File: src/rtl/url_percent_decoder_macros.svh
// ---------------------------------------------------------------------------
// Assertion macros for the URL percent decoder
// Concurrent checks, compiled out when SYNTHESIS is defined.
// ---------------------------------------------------------------------------
`ifndef URL_PERCENT_DECODER_MACROS_SVH
`define URL_PERCENT_DECODER_MACROS_SVH

`ifndef SYNTHESIS

// same-cycle implication, disabled during reset
`define UPD_ASSERT_NOW(lbl, clk, rst_n, ante, cons) \
    lbl: assert property (@(posedge clk) disable iff (!rst_n) (ante) |-> (cons)) \
        else $error("assertion failed");

// next-cycle implication, disabled during reset
`define UPD_ASSERT_NEXT(lbl, clk, rst_n, ante, cons) \
    lbl: assert property (@(posedge clk) disable iff (!rst_n) (ante) |=> (cons)) \
        else $error("assertion failed");

`else

`define UPD_ASSERT_NOW(lbl, clk, rst_n, ante, cons)
`define UPD_ASSERT_NEXT(lbl, clk, rst_n, ante, cons)

`endif

`endif

File: src/rtl/upd_pkg.sv
`timescale 1ns / 1ps
`default_nettype none
// ---------------------------------------------------------------------------
// upd_pkg
// Types, character codes and helpers shared by the URL percent decoder.
// ---------------------------------------------------------------------------
package upd_pkg;

    // result slots per input byte and the width of a slot count
    localparam int MAX_RES = 3;
    localparam int CNT_W   = 2;

    // character codes
    localparam logic [7:0] ESC_MARK   = 8'h25;  // '%'
    localparam logic [7:0] PLUS_MARK  = 8'h2B;  // '+'
    localparam logic [7:0] SPACE_CHAR = 8'h20;  // ' '

    // escape tracking state
    typedef enum logic [1:0] {
        ESC_IDLE  = 2'd0,   // nothing held
        ESC_PCT   = 2'd1,   // percent sign held
        ESC_DIGIT = 2'd2    // percent sign and one hex digit held
    } t_esc_phase;

    // decoded bytes of one transaction, slot 0 goes out first
    typedef struct packed {
        logic [CNT_W-1:0]           count;
        logic [MAX_RES-1:0][7:0]    bytes;
        logic [MAX_RES-1:0]         lasts;
    } t_res_set;

    // full decoder answer: results plus next escape state
    typedef struct packed {
        t_res_set   set;
        t_esc_phase phase;
        logic [7:0] held;
    } t_dec_res;

    // strict hex test: {is_digit, value}
    function automatic logic [4:0] hex_digit(input logic [7:0] c);
        logic [4:0] r;
        r = 5'd0;
        if (c >= 8'h30 && c <= 8'h39) begin
            r = {1'b1, c[3:0]};
        end else if ((c >= 8'h41 && c <= 8'h46) || (c >= 8'h61 && c <= 8'h66)) begin
            r = {1'b1, c[3:0] + 4'd9};
        end
        return r;
    endfunction

endpackage
`default_nettype wire

File: src/rtl/upd_dec.sv
`timescale 1ns / 1ps
`default_nettype none
// ---------------------------------------------------------------------------
// upd_dec
// Combinational decode of one byte against the held escape state.
// ---------------------------------------------------------------------------
module upd_dec (
    input  wire logic [7:0]          i_byte,
    input  wire logic                i_last,
    input  wire upd_pkg::t_esc_phase i_phase,
    input  wire logic [7:0]          i_held,
    output upd_pkg::t_dec_res        o_res
);

    logic [4:0]                      hb;
    logic [4:0]                      hh;
    logic [upd_pkg::CNT_W-1:0]       pre_n;
    logic                            run_fresh;
    logic                            is_esc;
    logic                            fr_emit;
    logic [7:0]                      fr_byte;
    upd_pkg::t_dec_res               res;

    always_comb begin
        hb        = upd_pkg::hex_digit(i_byte);
        hh        = upd_pkg::hex_digit(i_held);
        pre_n     = '0;
        run_fresh = 1'b1;
        res       = '0;
        res.phase = upd_pkg::ESC_IDLE;
        res.held  = i_held;

        // escape handling; a failed escape leaves a literal prefix
        unique case (i_phase)
            upd_pkg::ESC_PCT: begin
                if (hb[4]) begin
                    run_fresh = 1'b0;
                    if (i_last) begin
                        // string ends after one digit: flush both literally
                        res.set.count    = upd_pkg::CNT_W'(2);
                        res.set.bytes[0] = upd_pkg::ESC_MARK;
                        res.set.bytes[1] = i_byte;
                        res.set.lasts[1] = 1'b1;
                    end else begin
                        res.phase = upd_pkg::ESC_DIGIT;
                        res.held  = i_byte;
                    end
                end else begin
                    pre_n = upd_pkg::CNT_W'(1);
                end
            end
            upd_pkg::ESC_DIGIT: begin
                if (hb[4] && hh[4]) begin
                    run_fresh        = 1'b0;
                    res.set.count    = upd_pkg::CNT_W'(1);
                    res.set.bytes[0] = {hh[3:0], hb[3:0]};
                    res.set.lasts[0] = i_last;
                end else begin
                    pre_n = upd_pkg::CNT_W'(2);
                end
            end
            default: begin
            end
        endcase

        // plain decode of the byte, after any literal prefix
        is_esc  = (i_byte == upd_pkg::ESC_MARK);
        fr_emit = !(is_esc && !i_last);
        fr_byte = (i_byte == upd_pkg::PLUS_MARK) ? upd_pkg::SPACE_CHAR : i_byte;
        if (run_fresh) begin
            res.phase            = (is_esc && !i_last) ? upd_pkg::ESC_PCT : upd_pkg::ESC_IDLE;
            res.set.bytes[0]     = upd_pkg::ESC_MARK;
            res.set.bytes[1]     = i_held;
            res.set.bytes[pre_n] = fr_byte;
            res.set.lasts[pre_n] = i_last && fr_emit;
            res.set.count        = pre_n + upd_pkg::CNT_W'(fr_emit);
        end
    end

    assign o_res = res;

endmodule
`default_nettype wire

File: src/rtl/upd_oq.sv
`timescale 1ns / 1ps
`default_nettype none
// ---------------------------------------------------------------------------
// upd_oq
// Three-slot output queue; loads a whole result set, drains one per cycle while i_ready is high.
// ---------------------------------------------------------------------------
module upd_oq (
    input  wire logic              i_clk,
    input  wire logic              i_rst_n,
    input  wire logic              i_load,
    input  wire upd_pkg::t_res_set i_set,
    input  wire logic              i_ready,
    output logic                   o_valid,
    output logic [7:0]             o_byte,
    output logic                   o_last,
    output logic                   o_drains
);

    logic [upd_pkg::CNT_W-1:0]          r_cnt;
    logic [upd_pkg::CNT_W-1:0]          n_cnt;
    logic [upd_pkg::MAX_RES-1:0][7:0]   r_byte;
    logic [upd_pkg::MAX_RES-1:0][7:0]   n_byte;
    logic [upd_pkg::MAX_RES-1:0]        r_last;
    logic [upd_pkg::MAX_RES-1:0]        n_last;
    logic                               pop;

    assign o_valid  = (r_cnt != '0);
    assign o_byte   = r_byte[0];
    assign o_last   = r_last[0];
    assign pop      = o_valid && i_ready;
    // empty after this edge, so a new set may be loaded
    assign o_drains = (r_cnt == '0) || ((r_cnt == upd_pkg::CNT_W'(1)) && pop);

    // load overrides shift; a load only happens when the queue drains
    always_comb begin
        n_cnt  = r_cnt;
        n_byte = r_byte;
        n_last = r_last;
        if (i_load) begin
            n_cnt  = i_set.count;
            n_byte = i_set.bytes;
            n_last = i_set.lasts;
        end else if (pop) begin
            n_cnt  = r_cnt - upd_pkg::CNT_W'(1);
            n_byte = {8'h00, r_byte[2], r_byte[1]};
            n_last = {1'b0, r_last[2], r_last[1]};
        end
    end

    always_ff @(posedge i_clk) begin
        if (!i_rst_n) begin
            r_cnt <= '0;
        end else begin
            r_cnt <= n_cnt;
        end
    end

    always_ff @(posedge i_clk) begin
        r_byte <= n_byte;
        r_last <= n_last;
    end

endmodule
`default_nettype wire

File: src/rtl/url_percent_decoder.sv
// An accepted input transaction passes the input register, then the output queue.
// Throughput: one input byte per cycle while each byte yields at most one
// result and the output is ready; a byte yielding more results holds the input
// back until the three-slot output queue, drained one byte per cycle, empties.
// Reset: synchronous, active low; clears valids, queue count and escape state.
`timescale 1ns / 1ps
`default_nettype none
`include "url_percent_decoder_macros.svh"
// ---------------------------------------------------------------------------
// url_percent_decoder
// Streaming form-urlencoded decoder: %XX to a byte, '+' to space.
// ---------------------------------------------------------------------------
module url_percent_decoder (
    input  wire logic        i_clk,
    input  wire logic        i_rst_n,
    input  wire logic        i_in_valid,
    output logic             o_in_ready,
    input  wire logic [7:0]  i_in_byte,
    input  wire logic        i_in_last,
    output logic             o_out_valid,
    input  wire logic        i_out_ready,
    output logic [7:0]       o_out_byte,
    output logic             o_out_last
);

    logic                   r_in_valid;
    logic [7:0]             r_in_byte;
    logic                   r_in_last;
    upd_pkg::t_esc_phase    r_phase;
    upd_pkg::t_esc_phase    n_phase;
    logic [7:0]             r_held;
    logic [7:0]             n_held;
    upd_pkg::t_dec_res      dec;
    logic                   drains;
    logic                   move;

    // input register moves on once the queue empties
    assign move       = r_in_valid && drains;
    assign o_in_ready = !r_in_valid || move;

    always_ff @(posedge i_clk) begin
        if (!i_rst_n) begin
            r_in_valid <= 1'b0;
        end else if (o_in_ready) begin
            r_in_valid <= i_in_valid;
        end
    end

    always_ff @(posedge i_clk) begin
        if (o_in_ready && i_in_valid) begin
            r_in_byte <= i_in_byte;
            r_in_last <= i_in_last;
        end
    end

    // decode against the escape state
    upd_dec u_dec (
        .i_byte  (r_in_byte),
        .i_last  (r_in_last),
        .i_phase (r_phase),
        .i_held  (r_held),
        .o_res   (dec)
    );

    // escape state register
    always_ff @(posedge i_clk) begin
        if (!i_rst_n) begin
            r_phase <= upd_pkg::ESC_IDLE;
            r_held  <= 8'h00;
        end else begin
            r_phase <= n_phase;
            r_held  <= n_held;
        end
    end

    always_comb begin
        n_phase = r_phase;
        n_held  = r_held;
        if (move) begin
            n_phase = dec.phase;
            n_held  = dec.held;
        end
    end

    // result queue
    upd_oq u_oq (
        .i_clk    (i_clk),
        .i_rst_n  (i_rst_n),
        .i_load   (move),
        .i_set    (dec.set),
        .i_ready  (i_out_ready),
        .o_valid  (o_out_valid),
        .o_byte   (o_out_byte),
        .o_last   (o_out_last),
        .o_drains (drains)
    );

    // checks
    `UPD_ASSERT_NEXT(a_load_shows, i_clk, i_rst_n, move, o_out_valid == ($past(dec.set.count) != 2'd0))
    `UPD_ASSERT_NEXT(a_last_ends_esc, i_clk, i_rst_n, move && r_in_last, r_phase == upd_pkg::ESC_IDLE)
    `UPD_ASSERT_NOW(a_move_when_empty, i_clk, i_rst_n, move && o_out_valid, i_out_ready)

endmodule
`default_nettype wire

File: config.mk
export PLATFORM = sky130hd
export DESIGN_NAME = url_percent_decoder
export DESIGN_NICKNAME = d
export VERILOG_FILES = /design/src/rtl/upd_pkg.sv /design/src/rtl/upd_dec.sv /design/src/rtl/upd_oq.sv /design/src/rtl/url_percent_decoder.sv
export VERILOG_INCLUDE_DIRS = /design/src /design/src/rtl
export SDC_FILE = /design/constraint.sdc
export NUM_CORES = 1
export LEC_CHECK = 0
export BUFFER_PORTS_ARGS = -buffer_cell sky130_fd_sc_hd__buf_4
export CORE_MARGIN = 5
export CORE_UTILIZATION = 40
export DETAILED_ROUTE_END_ITERATION = 12
export PLACE_DENSITY_LB_ADDON = 0.1
export RECOVER_POWER = 100
export SLEW_MARGIN = 20
export SYNTH_ARGS = -nofsm -noshare
export SYNTH_HDL_FRONTEND = slang
export SYNTH_SLANG_ARGS = --single-unit
export TNS_END_PERCENT = 5
File: constraint.sdc
create_clock -name i_clk -period 3.15 [get_ports i_clk]
set_input_delay 0.4725 -clock i_clk [delete_from_list [all_inputs] [get_ports i_clk]]
set_output_delay 0.4725 -clock i_clk [all_outputs]
set_load 0.05 [all_outputs]
## Word level (Yosys, flattened, before mapping)

Index checks and enable logic that the tools add are counted.

| storage, ports and cells | value |
|---|---|
| register bits | 49 |
| latch bits | 0 |
| bits in writable memories | 0 |
| ROM bits | 0 |
| input port bits | 13 |
| output and inout bits | 11 |
| logic and storage cells | 101 |
| memories | 0 |

| operators by class | value |
|---|---|
| add/subtract/negate cells | 4 |
| $mul | 0 |
| div/mod/pow operators | 0 |
| magnitude comparators | 14 |
| eq/ne operators | 5 |
| shift-type cells | 0 |
| muxes and demuxes | 42 |
| bitwise gates (word level) | 1 |
| reductions and logical operators | 25 |

Operators with widths:

| operator | number |
|---|---|
| $mux 24 | 2 |
| $ge 8x7->1 const B | 4 |
| $le 8x7->1 const B | 4 |
| $mux 16 | 2 |
| $mux 8 | 4 |
| $mux 31 | 1 |
| $mux 10 | 3 |
| $bwmux 24 | 1 |
| $mux 5 | 4 |
| $demux 8 s2 | 1 |
| $eq 8x6->1 const B | 2 |
| $ge 8x6->1 const B | 2 |
| $le 8x6->1 const B | 2 |
| $pmux 8 s2 | 1 |
| $logic_and 1x1->1 | 14 |
| $mux 1 | 11 |
| $mux 2 | 5 |
| $add 4x4->4 const B | 2 |
| $pmux 2 s2 | 2 |
| $mux 3 | 2 |
| $eq 2x1->1 const B | 2 |
| $logic_or 1x1->1 | 4 |
| $reduce_and 4->1 | 1 |
| $reduce_bool 2->1 | 2 |
| other kinds (11) | 13 |

## Longest topological paths before layout

Gate-level depths: netlist of run 1.

| depth | value |
|---|---|
| depth after elaboration | 15 |
| mapped depth | 11 |
| gate-level depth less buffers | 10 |

## Modules after synthesis

A second synthesis of run 1 with hierarchy kept.

| unflattened totals | value |
|---|---|
| cells, all modules | 283 |
| area total of the unflattened synthesis | 3066.7 µm² |

Modules (own cells, without submodules):

| module | times used | cells an instance | area an instance (µm²) | seq. area each (µm²) |
|---|---|---|---|---|
| upd_oq | 1 | 84 | 1301.2 | 850.8 |
| upd_dec | 1 | 139 | 1027.2 | 0.0 |
| url_percent_decoder | 1 | 60 | 738.2 | 490.5 |

## Worst setup path before layout of run 1

No wires, ideal clock.

| timing path | value |
|---|---|
| kind | register to register |
| start | register r_in_byte[0] |
| end | register u_oq.r_byte (netlist bit u_oq.o_byte[2]) (data pin) |
| library setup time | 0.261 ns |
| arrival | 2.266 ns |
| required time | 2.889 ns |
| path slack | 0.623 ns |
| cell stages (with the launch flop) | 12 |
| path buffers | 1 |
| clock period less this slack | 2.527 ns |
| cell sequence | edfxtp_1 -> inv_1 -> ha_1 -> inv_1 -> o311a_1 -> nor2_4 -> nand2_1 -> clkinv_1 -> o32ai_4 -> buf_6 -> nor3b_2 -> o32a_1 |

RTL lines:

| what | RTL line | text |
|---|---|---|
| start: declaration | url_percent_decoder.sv:27 | `logic [7:0] r_in_byte;` |
| start signal: assignment | url_percent_decoder.sv:51 | `r_in_byte <= i_in_byte;` |
| end signal: assignment | upd_oq.sv:59 | `r_byte <= n_byte;` |
| end: declaration | upd_oq.sv:21 | `logic [upd_pkg::MAX_RES-1:0][7:0] r_byte;` |

==> results.md, run 1 <==
- Outcome: finished with violations
- Violated checks: capacitance limit, slew limit
- CP endpoint kind: flip-flop
- Detailed Route Iter0 Violations: 145
- Syn Nets: 299
- Tmin final: 2.819 ns
- Root Buffer Master: clkbuf_8
- Post_cts resized: 0
- Die ar.: about 9200 µm²
- RR Endpoint: u_oq.r_byte[14]
- Power after layout: 1.678 mW
- Count of final hold-check violations: 0
- Worst hold margin: 0.3585 ns
- Grt total ovfl: 0
- Fmax achieved: 354.8 MHz
- Rel. slew slack: -0.5379%
- Residual DRC: 0
- CP most frequent cell: clkbuf_1
- Cells after Synth: between 200 and 300
- Number of antenna violations at the first check in global routing: 0
- Req. time, crit path: roughly 3.3 ns
- Vias in the first global route: 2085
- First-pass DRT Iterations: 4
- Worst-Margin Slew: ~1.5 ns
- Crit path max fanout: 7
- Ys flop type: edfxtp_1
- Worst path slowest cell: edfxtp_1
- Largest net degree at the start of global routing: 28
- Async set or reset register ratio after synthesis: 0%
- Pwr/cell area: 509.4 nW/µm²
- CP arrival: 2.97 ns
- Clk sinks: 49
- Sequential share of the synthesized area: 45.39%
- DR vias/cell: 5.365
- Setup CP Type: flip-flop to flip-flop
- Area of the core: between 7000 and 8000 µm²
- Clock buffer depth: 2
- Critical path cell sequence: inv_1 -> ha_1 -> o21bai_1 -> a21oi_2 -> nor2_4 -> clkbuf_1 -> a2111oi_4 -> clkbuf_1 -> a2bb2oi_1 -> a21oi_1
- Setup_tns: 0 ns
- IO buf count: 23
- Final Max Tran Viols: 28
- Worst R2R Path Depth: 10
- Num CTS Buffers: 5
- Unrepaired setup endpoints after global routing: false
- Latest clock arrival within the worst-skew pair: 0.31 ns
- Yosys synthesis warning count: 0
- Max incr delay on CP: 0.51 ns
- Worst path depth: 10
- WL/cell: 17.18 µm
- Skew final: 0.008566 ns
- Share of layout cells above drive strength 1: 14.80%
- Post-DP HPWL: slightly below 5000 µm
- Dpl ws: 0.2419 ns
- H-tree levels: 2
- Die W: 95.96 µm
- Clock transition at the registers of the reported paths: 0.09 ns
- Std-Cell Rows: 31
- TritonCTS clock tree: built
- Post-synth EDFFs: 36
- Post-DRT Antenna Nets: 0
- Setup crit end: u_oq.r_byte[14]
- Synthesized area per cell: 10.79 µm²
- Synthesized area: 2955 µm²
- PnR worst setup slack: 0.3312 ns
- Antenna cell count: 0
- Fin cells: 403
- DP Area: 3251 µm²
- Final setup fails: 0
- Reg2Reg Setup Slack: 0.33 ns
- R2R Path Start: r_in_byte[0]
- Startpoint Class: flip-flop
- Unique masters post-synth: 56
- Worst Setup SP: r_in_byte[0]
- Tightest Hold Check Type: primary input to flip-flop
- Cell class contributing the biggest share of worst-path delay: compound AO/OA/AOI/OAI gates
- I/O Pins: 24
- Post-Route WL: 6925 µm
- Worst Path Buf+Inv: 3
- Area grow syn2layout: 11.43%
- DR vias: 2162
- Number of max-cap violations: 1
- Die height: 95.96 µm
- Static Leak: 1.117 nW
- Layout Nets: ~330
- GRT Util Overall: 15.99%
- Placer congestion estimate: 0.8978
- Design area: between 3000 and 4000 µm²
- Final core utilization: 45.65%
- Global-route wire length before repair: roughly 11000 µm
- Final worst path period share: ~89%
- Initial Utilization: 40.96%
- Placed Cells incl. Taps: between 300 and 400
- Max IR drop VDD: 0.0001900 V
- Post-synthesis register bit count: a little under 50
-- worst min path at each step --
stage	endpoint	cells after the start	from	slack, ns
2_1_floorplan	r_held[7]	2	r_held[7]	0.46
5_1_grt	r_in_byte[6]	1	i_in_byte[6]	0.34
6_report	r_in_byte[6]	1	i_in_byte[6]	0.36
4_1_cts	r_in_byte[2]	1	i_in_byte[2]	0.32
3_3_place_gp	r_held[7]	2	r_held[7]	0.49
3_5_place_dp	u_oq.r_last[1]	1	u_oq.r_last[2]	0.50
-- power by group --
part           switching (mW)  internal (mW)  leakage, nW
Clock                   0.220          0.159       0.0456
Combinational           0.309          0.118        0.615
Sequential             0.0474          0.825        0.456
-- what timing repair did --
action / CTS / global route
hold buffers: 0 / 0
buffers inserted: 0 / 5
setup endpoints to repair: 0 / 1
-- final cells by class --
class | count | area (µm²)
clock buffer | 6 | 72.57
clock inverter | 2 | 13.76
fill | 727 | 3921
inverter | 15 | 56.30
multi-input combinational | 189 | 1418
sequential | 49 | 1341
tap | 99 | 123.9
timing repair buffer | 43 | 267.8
-- cells in the final DEF (no fill, tap or decap), types with 4 or more instances in the layout --
| master | count |
|---|---|
| edfxtp_1 | 36 |
| nand2_1 | 23 |
| clkbuf_1 | 19 |
| buf_4 | 15 |
| inv_1 | 14 |
| mux2i_1 | 14 |
| dfxtp_1 | 13 |
| a21oi_1 | 12 |
| ha_1 | 12 |
| nor2_1 | 11 |
| nor2b_1 | 10 |
| o21ai_0 | 10 |
| and2_1 | 10 |
| clkbuf_4 | 9 |
| nand3_1 | 7 |
| and2_0 | 6 |
| o31ai_1 | 5 |
| clkbuf_8 | 5 |
| xnor2_1 | 4 |
-- Yosys cell counts (all sizes together), types with 4 or more instances --
master   n  area [µm²]
dfxtp   13       260.3
ha      12       150.1
nor2    12       52.55
mux2i   14       140.1
nor4     4       76.32
nand2   23       86.33
edfxtp  36        1081
a21oi   13       68.82
nor2b   10       62.56
o31ai    5       37.54
and2    16       100.1
buf     12       92.59
nand3    7       35.03
clkbuf   9       33.78
o21ai   12       60.06
inv     14       52.55
xnor2    4       35.03
-- flip-flops by register name, summed over array words and instances (netlist names) --
signal and count:
u_oq.r_last 3, r_in_last 1, u_oq.r_cnt 2, r_in_byte 8, r_phase 2, r_in_valid 1, u_oq.r_byte 16, u_oq.o_byte 8
r_held 8
-- metal layers --
layer  routed length, µm  track usage [%]  part of all wire [%]  vias up
met1                3240            23.15                    47     1014
met3                 481            3.284                   6.9        8
met4                 110            5.924                   1.6        0
li1                    -                -                     -     1058
met2                3091            23.39                    45       82
met5                   0                0                     0        -
-- logic make-up (layout without fill, tap and decap cells) --
| family | after synthesis | in the layout | synth area share [%] |
|---|---|---|---|
| flip-flops | 49 | 49 | 45.39 |
| XOR/XNOR | 6 | 6 | 1.778 |
| buffers and inverters | 36 | 66 | 6.181 |
| adder cells (fa/ha/maj) | 12 | 12 | 5.080 |
| AO/OA/AOI/OAI | 67 | 67 | 17.78 |
| AND/OR/NAND/NOR | 88 | 88 | 18.29 |
| multiplexers | 16 | 16 | 5.504 |
No activity file was read; power rests on OpenSTA's default activity.
==> run 2: changes to the inputs <==
Settings changed: CAP_MARGIN from default to 30, MAX_ROUTING_LAYER from default to met4, SYNTH_HIERARCHICAL from default to 1.
==> run 2 against run 1 <==
- the run now ends clean
- clock power about the same
- critical endpoint is now u_oq/r_byte[9]
- combinational power down 15%
- register-to-register slack worse by 0.05 ns
- total power down 4.9%
==> results.md, run 2 <==
- Outcome: finished, final reports clean
- Req. time, crit path: about 3.2 ns
- Setup_tns: 0 ns
- TritonCTS clock tree: built
- Detailed Route Iter0 Violations: 117
- Global-route wire length before repair: 11570 µm
- Die ar.: 9518 µm²
- Share of layout cells above drive strength 1: 22.44%
- Placed Cells incl. Taps: 397
- Static Leak: 1.187 nW
- GRT Util Overall: 15.37%
- Vias in the first global route: 2101
- Final setup fails: 0
- Count of final hold-check violations: 0
- Critical path cell sequence: inv_1 -> ha_1 -> o21ba_2 -> o21a_1 -> o221a_1 -> or4_4 -> a22o_1 -> mux2_2
- Post-DRT Antenna Nets: 0
- Syn Nets: around 300
- Setup CP Type: flip-flop to flip-flop
- Tightest Hold Check Type: primary input to flip-flop
- Async set or reset register ratio after synthesis: 0%
- Startpoint Class: flip-flop
- Residual DRC: 0
- Design area: 3317 µm²
- H-tree levels: 2
- Area grow syn2layout: 8.160%
- Dominant cells by area after synthesis: edfxtp_1 (35%), dfxtp_1 (8.5%), mux2_2 (7.7%)
- Fin cells: a little over 400
- Post-DP HPWL: around 5000 µm
- Area leader, netlist: edfxtp_1
- Unique masters post-synth: 66
- Synthesized area: 3067 µm²
- Most frequent cells in the layout: edfxtp_1 (36), nand2_1 (27), mux2_2 (21), o21ai_0 (16), inv_1 (16)
- Proportion of netlist area held by the largest area contributor: between 30% and 40%
- Sw Ratio: between 30% and 40%
- Multi-input logic area: ~1500 µm²
- Final worst path period share: 91.14%
- WL/cell: 16.96 µm
- Latest clock arrival within the worst-skew pair: 0.30 ns
- DR vias/cell: 5.402
- Met2 Use GR: 23.30%
- Post_cts resized: 0
- Clock transition at the registers of the reported paths: 0.09 ns
- Post-CTS Setup Bufs: 0
- Final Max Tran Viols: 0
- Die W: 97.56 µm
- Number of antenna violations at the first check in global routing: 0
- Largest net degree at the start of global routing: 31
- Num CTS Buffers: 5
- Std-Cell Rows: 32
- Area of the core: 7607 µm²
- Sequential share of the synthesized area: between 40% and 50%
- Post-synthesis register bit count: 49
- Antenna cell count: 0
- Commonest non-fill, non-tap cell in the layout: edfxtp_1
- Gr busiest metal: met2
- Power after layout: 1.595 mW
- Worst-Margin Slew: 0.7219 ns
- Post-synth EDFFs: 36
- Most common cell in the netlist: edfxtp_1
- Hold buffers post-CTS: 0
- CP endpoint kind: flip-flop
- Synthesized area per cell: 10.84 µm²
- I/O Pins: 24
- Filler instances: 803
- Root Buffer Master: clkbuf_8
- Net Switching: 0.4971 mW
- Pwr/cell area: 480.9 nW/µm²
- CP arrival: 2.93 ns
- Tmin final: 2.871 ns
- Initial Utilization: 40.31%
- Cells after Synth: ~280
- DR vias: 2188
- Number of max-cap violations: 0
- Sequential group share of total power: 53.4%
- Commonest cells post-synth: edfxtp_1 (36), nand2_1 (27), mux2_2 (21)
- Crit path max fanout: 10
- Met1 Track Usage GR: 21.44%
- Max reg flops: 16
- IO buf count: 23
- Worst path slowest cell: or4_4
- Logic gate share of total power: 22.7%
- Placer congestion estimate: 0.9510
- Die height: 97.56 µm
- FF+latch area: 1341 µm²
- Routing usage on met3: 2.656%
- Clk sinks: 49
- Clk pwr share: 23.9%
- DP Area: 3298 µm²
- First-pass DRT Iterations: 4
- Ys flop type: edfxtp_1
- Rel. slew slack: about 52%
- Max incr delay on CP: 0.54 ns
- Max IR drop VDD: around 0.00019 V
- Post-Route WL: 6868 µm
- Clock buffer depth: 2
- Yosys synthesis warning count: 6
- Fmax achieved: 348.3 MHz
- Final core utilization: 43.60%
- Grt total ovfl: 0
- Reg with most FFs: u_oq/r_byte
- Pint: 1.098 mW
- Unrepaired setup endpoints after global routing: false
- Layout Nets: around 330
- Skew final: 0.006145 ns
==> run 2: through the flow <==
stage	setup WS (ns)	hold WS, ns
after floorplan	0.4712	0.4559
after global placement	0.3373	0.4712
after detailed placement	0.3147	0.4791
after CTS	0.3013	0.3327
after global routing	0.1055	0.3382
final	0.2790	0.3632
==> run 2: cells by family (layout without fill, tap and decap cells) <==
group                      count (synthesis)  in the layout  share of synthesized area [%]
DFF                                       49             49                          43.74
adders and majority gates                 11             11                          4.488
buffers and inverters                     37             57                          6.528
and+or+nand+nor                           92             92                          17.50
xor gates and xnor gates                   4              4                          1.142
AOI/OAI and AO/OA                         68             68                          18.56
muxes                                     22             22                          8.038
==> run 2: worst paths after layout <==
kind	startpoint	endpoint	slack [ns]	depth (start not counted)
min reg2reg	r_phase[1]	r_phase[1]	0.49	2
max reg2reg	r_in_byte[0]	u_oq/r_byte[9]	0.28	8
max	r_in_byte[0]	u_oq/r_byte[9]	0.28	8
min	i_in_byte[5]	r_in_byte[5]	0.36	1
==> run 2: final cells by class <==
type,count,area share [%]
well taps,102,3.848
multi-input cells,197,45.38
flip-flops and latches,49,40.44
inverters,17,1.924
repair buffers,32,5.696
clock buffers,8,2.716
==> run 2: power by group through the flow <==
stage	Combinational, mW	Clock [mW]	Sequential, mW
floorplan	0.329	0	0.859
global placement	0.400	0	0.866
detailed placement	0.402	0	0.868
CTS	0.403	0.401	0.852
global route	0.393	0.429	0.866
finish	0.362	0.381	0.852
==> run 2: worst max-delay path: cells and delay by family (launching register included) <==
kind / cells / cell delay (ns)
AO/OA/AOI/OAI: 4 / 1.03
AND/OR/NAND/NOR: 1 / 0.54
flip-flops: 1 / 0.46
multiplexers: 1 / 0.26
adder cells (fa/ha/maj): 1 / 0.22
buffers and inverters: 1 / 0.12
==> run 2: routing by layer <==
layer | wire length (µm) | vias up | part of all wire [%]
met1 | 3219 | 1039 | 47
met4 | 82 | 0 | 1.2
met2 | 3215 | 59 | 47
met5 | 0 | - | 0
li1 | - | 1082 | -
met3 | 350 | 8 | 5.1
